===== config.mk =====
export PLATFORM = sky130hd
export DESIGN_NAME = sacl_ram
export DESIGN_NICKNAME = d
export VERILOG_FILES = /design/src/hdl/sacl_ram.sv
export SDC_FILE = /design/constraint.sdc
export NUM_CORES = 1
export LEC_CHECK = 0
export CORE_MARGIN = 1
export CORE_UTILIZATION = 55
export CTS_CLUSTER_SIZE = 8
export DETAILED_ROUTE_END_ITERATION = 7
export DONT_BUFFER_PORTS = 1
export GPL_ROUTABILITY_DRIVEN = 0
export GPL_TIMING_DRIVEN = 0
export PLACE_DENSITY = 0.73
export SYNTH_ARGS = -nofsm -noshare
export SYNTH_HDL_FRONTEND = slang
export SYNTH_SLANG_ARGS = --single-unit

===== constraint.sdc =====
create_clock -name i_clk -period 5.1 [get_ports i_clk]
set_input_delay 1.02 -clock i_clk [delete_from_list [all_inputs] [get_ports i_clk]]
set_output_delay 1.02 -clock i_clk [all_outputs]
set_load 0.01 [all_outputs]

===== src/hdl/sacl_ram.sv =====
// Generic single-write, single-read synchronous RAM with registered read data.
module sacl_ram #(
    parameter int WIDTH = 8,
    parameter int DEPTH = 16,
    parameter int AW    = (DEPTH > 1) ? $clog2(DEPTH) : 1
) (
    input  logic             i_clk,
    input  logic             i_we,
    input  logic [AW-1:0]    i_waddr,
    input  logic [WIDTH-1:0] i_wdata,
    input  logic             i_re,
    input  logic [AW-1:0]    i_raddr,
    output logic [WIDTH-1:0] o_rdata
);

    logic [WIDTH-1:0] r_mem [DEPTH];
    logic [WIDTH-1:0] r_rdata;

    // Write port
    always_ff @(posedge i_clk) begin
        if (i_we) begin
            r_mem[i_waddr] <= i_wdata;
        end
    end

    // Registered read port, holds when not enabled
    always_ff @(posedge i_clk) begin
        if (i_re) begin
            r_rdata <= r_mem[i_raddr];
        end
    end

    assign o_rdata = r_rdata;

endmodule


==> Flow_metrics.wiki, run 1 <==
{| class="wikitable"
! Metric !! Value
|-
| Avg Synthesized Cell Area || 22.8 um2
|-
| Number of vias in the routed layout || 2358
|-
| Setup bufs post-CTS || 0
|-
| Vias per inst || 6.05
|-
| Number of antenna violations at the first check in global routing || 0
|-
| Worst path max stage delay || 0.97 ns
|-
| Starting density of the core || 56.6%
|-
| Worst Setup Start Kind || input pin
|-
| Die W || 99.5 um
|-
| Max Cap Violations || 0
|-
| Final layout net count || 267
|-
| Cell family contributing the most delay on the critical path || simple AND/OR/NAND/NOR gates
|-
| Iter 0 DRT Violations || 192
|-
| Run status || finished clean
|-
| Reg clk slew, reported paths || 0.06 ns
|-
| Worst Hold Endpoint || r_mem[15][1]$_DFFE_PP_
|-
| Half-perimeter wire length after detailed placement || 5810 um
|-
| IO Count || 27
|-
| Grt ovf || 0
|-
| Max Clock Freq || 417 MHz
|-
| Largest vdd supply drop || 0.000201 V
|-
| Transition time at the pin with the least slew margin || 1.27 ns
|-
| Largest cells by area after synthesis || sky130_fd_sc_hd__edfxtp_1 (78%), sky130_fd_sc_hd__mux4_2 (7.8%), sky130_fd_sc_hd__mux4_1 (7.0%), sky130_fd_sc_hd__a22oi_1 (2.3%), sky130_fd_sc_hd__nor2_1 (0.93%)
|-
| Area of the mapped netlist || 0.00523 mm2
|-
| Tightest slew margin relative to the limit || 14.9%
|-
| Wire per inst || 24.6 um
|-
| Area after DPL || 0.00539 mm2
|-
| Class of the worst hold path || input pin to flip-flop
|-
| Register-to-Register Setup Slack || 3.51 ns
|-
| Share of the clock period used by the worst path after layout || 47.0%
|-
| Global-route wire length before repair || 14300 um
|-
| Via count of the first global-routing pass || 2399
|-
| Syn Nets || 248
|-
| Buffers from clock root to sink, at most || 2
|-
| Post-synthesis sequential area ratio || 78.1%
|-
| Die Footprint || 0.00990 mm2
|-
| Slowest cell on the critical path || sky130_fd_sc_hd__nor3_1
|-
| Std cell rows || 35
|-
| Worst R2R End || o_rdata[0]$_DFFE_PP_
|-
| Synth Instances || 229
|-
| Reg2reg path depth || 3
|-
| Port-buffer cells || 0
|-
| Register area || 0.00408 mm2
|-
| Gates resized, CTS repair || 0
|-
| Type of the worst setup path || input pin to flip-flop
|-
| Number of remaining DRC errors || 0
|-
| Skew final || 0.00653 ns
|-
| Number of storage elements in the synthesis netlist || 136
|-
| Bufs and invs on worst path || 0
|-
| Num Clock Sinks || 136
|-
| Ordered list of cells on the worst path || or3b_2 -> nor3_1
|-
| Number of diodes || 0
|-
| H-tree depth || 4
|-
| Number of antenna-violating nets in the routed design || 0
|-
| Die H || 99.5 um
|-
| Number of hold violations in the final report || 0
|-
| Layout overhead on the synthesized area || 14.6%
|-
| Hold depth || 0
|-
| Number of library cell types mapped by synthesis || 18
|-
| Global Route Usage Sum || 21.4%
|-
| Clock root buffer || sky130_fd_sc_hd__clkbuf_8
|-
| CTS tree || done
|-
| Tmin final || 2.40 ns
|-
| Design area || 0.00599 mm2
|-
| Largest fanout on the critical path || 8
|-
| Critical R2R Launch || r_mem[4][0]$_DFFE_PP_
|-
| Number of buffers added to fix hold violations after cts || 0
|-
| Latest clock arrival within the worst-skew pair || 0.50 ns
|-
| Final number of setup-violating endpoints || 0
|-
| Pins over their slew limit || 0
|-
| Final setup TNS || 0 ns
|-
| Unrepaired setup endpoints after global routing || no
|-
| Final core utilization || 64.8%
|-
| Wire length after detailed routing || 9590 um
|-
| Kind of end point of the critical path || flip-flop
|-
| Layout Cells excl Fill || 390
|-
| Fraction of final layout cells with drive strength greater than 1 || 21.8%
|-
| Num CTS Buffers || 17
|-
| Detailed-routing iteration count for the pre-antenna-repair pass || 4
|-
| Cell Count Post-Placement || 358
|-
| Power per standard cell area || 430 mW/mm2
|-
| Top cell type by total area after synthesis || sky130_fd_sc_hd__edfxtp_1
|-
| Worst endpoint data arrival time || 2.51 ns
|-
| Yosys top cell area share || 78.1%
|-
| Required @ worst endpoint || 5.21 ns
|-
| Area of the core || 0.00924 mm2
|-
| P_leak || 1.94 nW
|-
| Largest net degree at the start of global routing || 17
|-
| Area of combinational cells with multiple inputs || 0.00106 mm2
|-
| Total of fill cells in the finished design || 579
|-
| Synthesis warning total || 0
|-
| Startpoint of the worst hold path || i_wdata[1]
|}
## stage by stage
step	setup slack, ns	power, mW	hold slack [ns]
floorplan	2.59	1.35	0.705
global placement	2.15	1.37	0.732
detailed placement	2.18	1.38	0.759
CTS	2.71	2.59	0.589
global route	2.65	2.64	0.582
finish	2.70	2.58	0.607
## Yosys cell counts (all sizes together)
| library cell | count |
|---|---|
| nor2b | 1 |
| nor3 | 4 |
| nand2b | 2 |
| and2 | 1 |
| buf | 7 |
| edfxtp | 136 |
| and2b | 1 |
| nor2 | 13 |
| or3b | 1 |
| clkdlybuf4s25 | 3 |
| nand3b | 2 |
| mux4 | 32 |
| a22oi | 16 |
| nand2 | 9 |
| nand3 | 1 |
## worst max-delay path by stage
stage,from,end,slack [ns],depth (start not counted)
2_1_floorplan,i_waddr[2],r_mem[0][0]$_DFFE_PP_,2.59,2
3_3_place_gp,i_waddr[2],r_mem[0][3]$_DFFE_PP_,2.15,2
3_5_place_dp,i_waddr[2],r_mem[0][3]$_DFFE_PP_,2.18,2
4_1_cts,i_waddr[2],r_mem[0][2]$_DFFE_PP_,2.71,2
5_1_grt,i_waddr[2],r_mem[0][6]$_DFFE_PP_,2.65,2
6_report,i_waddr[2],r_mem[0][6]$_DFFE_PP_,2.70,2
## report_power, final
| group | switching, mW | internal (mW) |
|---|---|---|
| clock network | 0.435 | 0.787 |
| logic | 0.0443 | 0.0404 |
| registers | 0.00880 | 1.26 |
## cell families after synthesis
family          after synthesis  share of synthesized area, %
compound gates               16                          2.30
flops                       136                          78.1
buf+inv                      10                          1.65
simple gates                 35                          3.14
mux                          32                          14.8
## metal layers
layer  GRT usage (%)  wire length (um)
met1            29.9              4040
met2            33.4              4730
met3            6.32               718
met4            6.22               105
met5               0                 0
## state kept, by name, summed over array words and instances (netlist names)
signal   count
o_rdata      8
r_mem      128
## layout make-up
class | count | share of cell area, %
Tap cell | 129 | 2.70
Clock buffer | 18 | 6.98
Multi-Input combinational cell | 83 | 17.7
Clock inverter | 14 | 3.03
Buffer | 10 | 1.44
Sequential cell | 136 | 68.2
## cells in the final DEF (no fill, tap or decap), drive strengths merged
master,synthesis,final
bufinv,0,4
nand2b,2,2
clkdlybuf4s25,3,3
clkinvlp,0,3
or3b,1,1
clkbuf,0,18
edfxtp,136,136
nor2b,1,1
nand3,1,1
mux4,32,32
nor2,13,13
buf,7,7
clkinv,0,7
a22oi,16,16
and2b,1,1
and2,1,1
nand2,9,9
nor3,4,4
nand3b,2,2
Power figures use the tool's default switching activity.
==> run 2, diff against run 1 <==
--- a/config.mk
+++ b/config.mk
@@ -5,6 +5,7 @@
 export SDC_FILE = /design/constraint.sdc
 export NUM_CORES = 1
 export LEC_CHECK = 0
+export ABC_AREA = 1
 export CORE_MARGIN = 1
 export CORE_UTILIZATION = 55
 export CTS_CLUSTER_SIZE = 8
==> constraint.sdc (replaced) <==
create_clock -name i_clk -period 2.3 [get_ports i_clk]
set_input_delay 0.46 -clock i_clk [delete_from_list [all_inputs] [get_ports i_clk]]
set_output_delay 0.46 -clock i_clk [all_outputs]
set_load 0.01 [all_outputs]
==> Flow_metrics.wiki, run 2 <==
{| class="wikitable"
! Metric !! Value
|-
| Worst Hold Endpoint || r_mem[7][7]$_DFFE_PP_
|-
| P_leak || 2.80 nW
|-
| Reg2reg path depth || 6
|-
| Std cell rows || 37
|-
| Vias per inst || 5.50
|-
| Number of antenna-violating nets in the routed design || 0
|-
| Pins over their slew limit || 0
|-
| Final setup TNS || 0 ns
|-
| Synth Instances || 551
|-
| Pre-CTS WS || 0.469 ns
|-
| Via count of the first global-routing pass || 3929
|-
| Class of the worst hold path || input pin to flip-flop
|-
| Area of combinational cells with multiple inputs || 0.00121 mm2
|-
| Highest routed layer || met4
|-
| Post-synthesis sequential area ratio || 69.8%
|-
| Tmin final || 1.42 ns
|-
| Routed wire length on met3 || 1820 um
|-
| Number of vias in the routed layout || 3956
|-
| Clock root buffer || sky130_fd_sc_hd__clkbuf_8
|-
| Final number of setup-violating endpoints || 0
|-
| Commonest cells in the netlist || sky130_fd_sc_hd__nand2_1 (173), sky130_fd_sc_hd__edfxtp_1 (136), sky130_fd_sc_hd__inv_1 (100)
|-
| Number of antenna violations at the first check in global routing || 0
|-
| Top cell type by total area after synthesis || sky130_fd_sc_hd__edfxtp_1
|-
| Yosys top cell area share || 69.8%
|-
| Tightest slew margin relative to the limit || 36.2%
|-
| Required @ worst endpoint || 1.84 ns
|-
| Met2 wirelength from detailed routing || 6520 um
|-
| Max Clock Freq || 706 MHz
|-
| Die W || 105 um
|-
| Post-layout total power || 5.72 mW
|-
| Type of the worst setup path || flip-flop to primary output
|-
| Num CTS Buffers || 17
|-
| Register area || 0.00408 mm2
|-
| Flip-flop count of the largest register after layout || 128
|-
| Worst endpoint data arrival time || 0.96 ns
|-
| Total of fill cells in the finished design || 779
|-
| H-tree depth || 4
|-
| Syn Nets || 570
|-
| Skew final || 0.00477 ns
|-
| Half-perimeter wire length after detailed placement || 8720 um
|-
| Die Footprint || 0.0110 mm2
|-
| Setup bufs post-CTS || 0
|-
| Area of the core || 0.0103 mm2
|-
| Global Route Usage Sum || 27.3%
|-
| IO Count || 27
|-
| Post-synth top flop || sky130_fd_sc_hd__edfxtp_1
|-
| Unrepaired setup endpoints after global routing || no
|-
| CTS tree || done
|-
| Reg clk slew, reported paths || 0.06 ns
|-
| Port-buffer cells || 0
|-
| Number of library cell types mapped by synthesis || 11
|-
| Grt ovf || 0
|-
| Final layout net count || 589
|-
| Synthesis warning total || 0
|-
| Worst Setup Start Kind || flip-flop
|-
| Wire per inst || 19.3 um
|-
| Power per standard cell area || 868 mW/mm2
|-
| Register-to-Register Setup Slack || 1.10 ns
|-
| Critical R2R Launch || r_mem[11][3]$_DFFE_PP_
|-
| Highest-count cells in the layout ignoring fill and taps || sky130_fd_sc_hd__nand2_1 (173), sky130_fd_sc_hd__edfxtp_1 (136), sky130_fd_sc_hd__inv_1 (100), sky130_fd_sc_hd__nand3_1 (97), sky130_fd_sc_hd__nor2_1 (17)
|-
| Worst R2R End || o_rdata[3]$_DFFE_PP_
|-
| Kind of end point of the critical path || primary output
|-
| Die H || 105 um
|-
| Largest cells by area after synthesis || sky130_fd_sc_hd__edfxtp_1 (70%), sky130_fd_sc_hd__nand2_1 (11%), sky130_fd_sc_hd__nand3_1 (8.3%), sky130_fd_sc_hd__inv_1 (6.4%), sky130_fd_sc_hd__buf_6 (1.2%)
|-
| Num Clock Sinks || 136
|-
| Worst Slack Setup Final || 0.884 ns
|-
| Avg Synthesized Cell Area || 10.6 um2
|-
| Global-route wire length before repair || 21300 um
|-
| Iter 0 DRT Violations || 555
|-
| Startpoint of the worst hold path || i_wdata[7]
|-
| Area of the mapped netlist || 0.00585 mm2
|-
| Most frequent standard cell in the layout excluding fill and tap cells || sky130_fd_sc_hd__nand2_1
|-
| Largest vdd supply drop || 0.000431 V
|-
| Detailed-route wire length on metal 1 || 5200 um
|-
| Share of the clock period used by the worst path after layout || 61.6%
|-
| Top-count cell post-synth || sky130_fd_sc_hd__nand2_1
|-
| Largest reg by FF count || r_mem
|-
| Wire length after detailed routing || 13900 um
|-
| Max Cap Violations || 0
|-
| Gates resized, CTS repair || 0
|-
| Share of synthesized registers carrying an async set or reset || 0%
|-
| Fraction of final layout cells with drive strength greater than 1 || 9.09%
|-
| Number of remaining DRC errors || 0
|-
| Starting density of the core || 56.6%
|-
| Largest fanout on the critical path || 1
|-
| Number of buffers added to fix hold violations after cts || 0
|-
| Number of diodes || 0
|-
| Post-synth EDFFs || 136
|-
| Number of storage elements in the synthesis netlist || 136
|-
| Run status || finished clean
|-
| Layout overhead on the synthesized area || 12.7%
|-
| Latest clock arrival within the worst-skew pair || 0.53 ns
|-
| Largest net degree at the start of global routing || 17
|-
| Transition time at the pin with the least slew margin || 0.954 ns
|-
| Hold depth || 0
|-
| Buffers from clock root to sink, at most || 2
|-
| Detailed-routing iteration count for the pre-antenna-repair pass || 5
|-
| Number of hold violations in the final report || 0
|}
-- run 2: cell count changes after synthesis, moves of 3 or more --
cell	delta
sky130_fd_sc_hd__buf_6	+3
sky130_fd_sc_hd__nand3_1	+96
sky130_fd_sc_hd__nand2_1	+164
sky130_fd_sc_hd__a22oi_1	-16
sky130_fd_sc_hd__nor2_1	+4
sky130_fd_sc_hd__mux4_2	-18
sky130_fd_sc_hd__buf_2	+10
sky130_fd_sc_hd__mux4_1	-14
sky130_fd_sc_hd__clkdlybuf4s25_2	-3
sky130_fd_sc_hd__buf_4	+3
sky130_fd_sc_hd__nor3_1	-4
sky130_fd_sc_hd__inv_1	+100
-- run 2: cell families (layout without fill, tap and decap cells) --
group	Yosys count	count (layout)	synth area share, %
flip-flops	136	136	69.8
AND/OR/NAND/NOR	289	289	20.8
buffers and inverters	126	158	9.39
-- run 2: where the power goes --
part / switching (mW) / internal [mW] / leakage [nW]
combinational: 0.203 / 0.0876 / 1.30
clock: 0.990 / 1.63 / 0.262
sequential: 0.0212 / 2.80 / 1.24
total: 1.21 / 4.51 / 2.80
-- run 2: metal layers --
metal,vias up,track usage [%]
met1,1803,35.3
met3,36,8.48
met2,296,42.6
li1,1821,-
met5,-,0
met4,0,11.8
-- run 2: final cells by class --
type	instances	share of cell area (%)
inverter	102	5.81
clock buffer	17	6.28
clock inverter	15	2.43
multi-input combinational	289	18.4
buffer	24	2.52
tap	136	2.58
sequential	136	62.0
-- run 2: worst max path at each step --
| stage | depth (start not counted) | from | to |
|---|---|---|---|
| after floorplan | 2 | i_waddr[2] | r_mem[10][0]$_DFFE_PP_ |
| after global placement | 2 | i_waddr[3] | r_mem[6][1]$_DFFE_PP_ |
| final | 0 | o_rdata[3]$_DFFE_PP_ | o_rdata[3] |
| after CTS | 0 | o_rdata[3]$_DFFE_PP_ | o_rdata[3] |
| after global routing | 0 | o_rdata[3]$_DFFE_PP_ | o_rdata[3] |
| after detailed placement | 2 | i_waddr[3] | r_mem[4][3]$_DFFE_PP_ |
-- run 2: metrics by stage --
stage,area [um2],std cells,util [%],hold WS (ns)
floorplan,5850,551,-,0.559
global placement,6020,687,58.3,0.560
detailed placement,6020,687,58.3,0.560
CTS,6590,719,63.8,0.00896
global route,6590,719,63.8,0.00138
finish,6590,719,63.8,0.0259
==> run 3, diff against run 2 <==
--- a/config.mk
+++ b/config.mk
@@ -5,7 +5,7 @@
 export SDC_FILE = /design/constraint.sdc
 export NUM_CORES = 1
 export LEC_CHECK = 0
-export ABC_AREA = 1
+export ABC_AREA = 0
 export CORE_MARGIN = 1
 export CORE_UTILIZATION = 55
 export CTS_CLUSTER_SIZE = 8
==> constraint.sdc (replaced) <==
create_clock -name i_clk -period 1.35 [get_ports i_clk]
set_input_delay 0.27 -clock i_clk [delete_from_list [all_inputs] [get_ports i_clk]]
set_output_delay 0.27 -clock i_clk [all_outputs]
set_load 0.01 [all_outputs]
==> Flow_metrics.wiki, run 3 (synthesis results as in run 1) <==
{| class="wikitable"
! Metric !! Value
|-
| Run status || finished, violations left
|-
| Failing checks || setup timing
|-
| Class of the worst hold path || input pin to flip-flop
|-
| Pins over their slew limit || 0
|-
| Flip-flop count of the largest register after layout || 128
|-
| Met3 Resource Use GR || 6.18%
|-
| Worst Setup Start Kind || flip-flop
|-
| Tightest slew margin relative to the limit || 49.2%
|-
| Worst Slack Setup Final || -0.105 ns
|-
| Wire length after detailed routing || 9410 um
|-
| Latest clock arrival within the worst-skew pair || 0.51 ns
|-
| Iter 0 DRT Violations || 226
|-
| Num CTS Buffers || 17
|-
| IO Count || 27
|-
| Number of vias in the routed layout || 2335
|-
| Required @ worst endpoint || 1.61 ns
|-
| Num Clock Sinks || 136
|-
| Largest fanout on the critical path || 1
|-
| Reg clk slew, reported paths || 0.06 ns
|-
| Die H || 99.5 um
|-
| Largest reg by FF count || r_mem
|-
| Most frequent standard cell in the layout excluding fill and tap cells || sky130_fd_sc_hd__edfxtp_1
|-
| Buffers from clock root to sink, at most || 2
|-
| Max Cap Violations || 0
|-
| Number of hold violations in the final report || 0
|-
| Final layout net count || 278
|-
| Grt ovf || 0
|-
| Largest net degree at the start of global routing || 17
|-
| Highest-count cells in the layout ignoring fill and taps || sky130_fd_sc_hd__edfxtp_1 (136), sky130_fd_sc_hd__mux4_2 (32), sky130_fd_sc_hd__clkbuf_16 (16), sky130_fd_sc_hd__a22oi_1 (11), sky130_fd_sc_hd__dlygate4sd3_1 (11)
|-
| Transition time at the pin with the least slew margin || 0.759 ns
|-
| Layout overhead on the synthesized area || 17.5%
|-
| Die Footprint || 0.00990 mm2
|-
| Largest vdd supply drop || 0.000970 V
|-
| Kind of end point of the critical path || flip-flop
|-
| Setup bufs post-CTS || 0
|-
| Number of remaining DRC errors || 0
|-
| Global Route Usage Sum || 21.3%
|-
| Unrepaired setup endpoints after global routing || yes
|-
| Wire per inst || 23.5 um
|-
| Number of antenna-violating nets in the routed design || 0
|-
| Worst R2R End || o_rdata[0]$_DFFE_PP_
|-
| Area of the core || 0.00924 mm2
|-
| Post-layout total power || 9.88 mW
|-
| CTS tree || done
|-
| Global-route wire length before repair || 14200 um
|-
| Busiest layer in global routing || met2
|-
| Worst Hold Endpoint || r_mem[4][3]$_DFFE_PP_
|-
| Number of diodes || 0
|-
| Routing usage on met2 || 31.8%
|-
| Type of the worst setup path || flip-flop to flip-flop
|-
| Number of antenna violations at the first check in global routing || 0
|-
| Hold depth || 1
|-
| Std cell rows || 35
|-
| Via count of the first global-routing pass || 2348
|-
| Worst endpoint data arrival time || 1.71 ns
|-
| Worst path max stage delay || 0.47 ns
|-
| Clock root buffer || sky130_fd_sc_hd__clkbuf_8
|-
| Tmin final || 1.46 ns
|-
| Ordered list of cells on the worst path || mux4_2 -> a22oi_2 -> nand2_1
|-
| Pre-CTS WS || -0.431 ns
|-
| Startpoint of the worst hold path || i_waddr[0]
|-
| Final core utilization || 66.5%
|-
| P_leak || 1.96 nW
|-
| Slowest cell on the critical path || sky130_fd_sc_hd__mux4_2
|-
| Skew final || 0.00762 ns
|-
| Detailed-routing iteration count for the pre-antenna-repair pass || 5
|-
| Die W || 99.5 um
|-
| Final setup TNS || -0.658 ns
|-
| Half-perimeter wire length after detailed placement || 5660 um
|-
| Register-to-Register Setup Slack || -0.11 ns
|-
| H-tree depth || 4
|-
| Global routing met1 resource utilization || 30.8%
|-
| Critical R2R Launch || r_mem[0][0]$_DFFE_PP_
|-
| Port-buffer cells || 0
|-
| Starting density of the core || 56.6%
|-
| Vias per inst || 5.82
|-
| Max Clock Freq || 687 MHz
|-
| Share of the clock period used by the worst path after layout || 108%
|-
| Reg2reg path depth || 3
|-
| Final number of setup-violating endpoints || 8
|-
| Fraction of final layout cells with drive strength greater than 1 || 30.9%
|-
| Power per standard cell area || 1610 mW/mm2
|}
## run 3: routing by layer
| metal | routed length (um) | share of wire [%] | vias to the layer above |
|---|---|---|---|
| met5 | 0 | 0 | - |
| met4 | 80 | 0.85 | 0 |
| met3 | 707 | 7.5 | 9 |
| met2 | 4640 | 49 | 105 |
| met1 | 3980 | 42 | 1193 |
| li1 | - | - | 1028 |
## run 3: worst max-delay path by stage
stage,endpoint,start,cells past startpoint
finish,o_rdata[0]$_DFFE_PP_,r_mem[0][0]$_DFFE_PP_,3
global route,o_rdata[0]$_DFFE_PP_,r_mem[0][0]$_DFFE_PP_,3
CTS,o_rdata[0]$_DFFE_PP_,r_mem[0][0]$_DFFE_PP_,3
detailed placement,o_rdata[0]$_DFFE_PP_,i_raddr[0],5
global placement,o_rdata[0]$_DFFE_PP_,i_raddr[0],5
floorplan,o_rdata[1]$_DFFE_PP_,i_raddr[0],5
## run 3: what timing repair did
item | CTS | global route
resized for setup | 4 | 2
hold buffers | 11 | 0
gates cloned | 0 | 0
endpoints found under the setup margin | 8 | 8
pin swaps | 1 | 0
endpoints found under the hold margin | 144 | 0
## run 3: final cells by class
cell class | count | area (um2)
tap | 129 | 161
sequential | 136 | 4080
buffer | 10 | 120
multi-input combinational | 83 | 1070
fill | 567 | 3100
clock inverter | 13 | 178
clock buffer | 19 | 422
timing repair buffer | 11 | 110
## run 3: critical path: cells and delay by family (launching register included)
family,cells,cell delay (ns)
AOI/OAI and AO/OA,1,0.24
DFF,1,0.38
muxes,1,0.47
and+or+nand+nor,1,0.11
## run 3: where the power goes
part / internal, mW / switching, mW
Sequential: 4.76 / 0.0336
Combinational: 0.197 / 0.246
Clock: 2.99 / 1.65
Total: 7.95 / 1.93
## run 3: metrics by stage
| step | hold slack [ns] | std cells | instance area (um2) |
|---|---|---|---|
| after floorplan | 0.369 | 229 | 5250 |
| after global placement | 0.370 | 358 | 5410 |
| after global routing | 0.0216 | 401 | 6140 |
| final | 0.0336 | 401 | 6140 |
| after detailed placement | 0.369 | 358 | 5410 |
| after CTS | 0.0249 | 401 | 6130 |
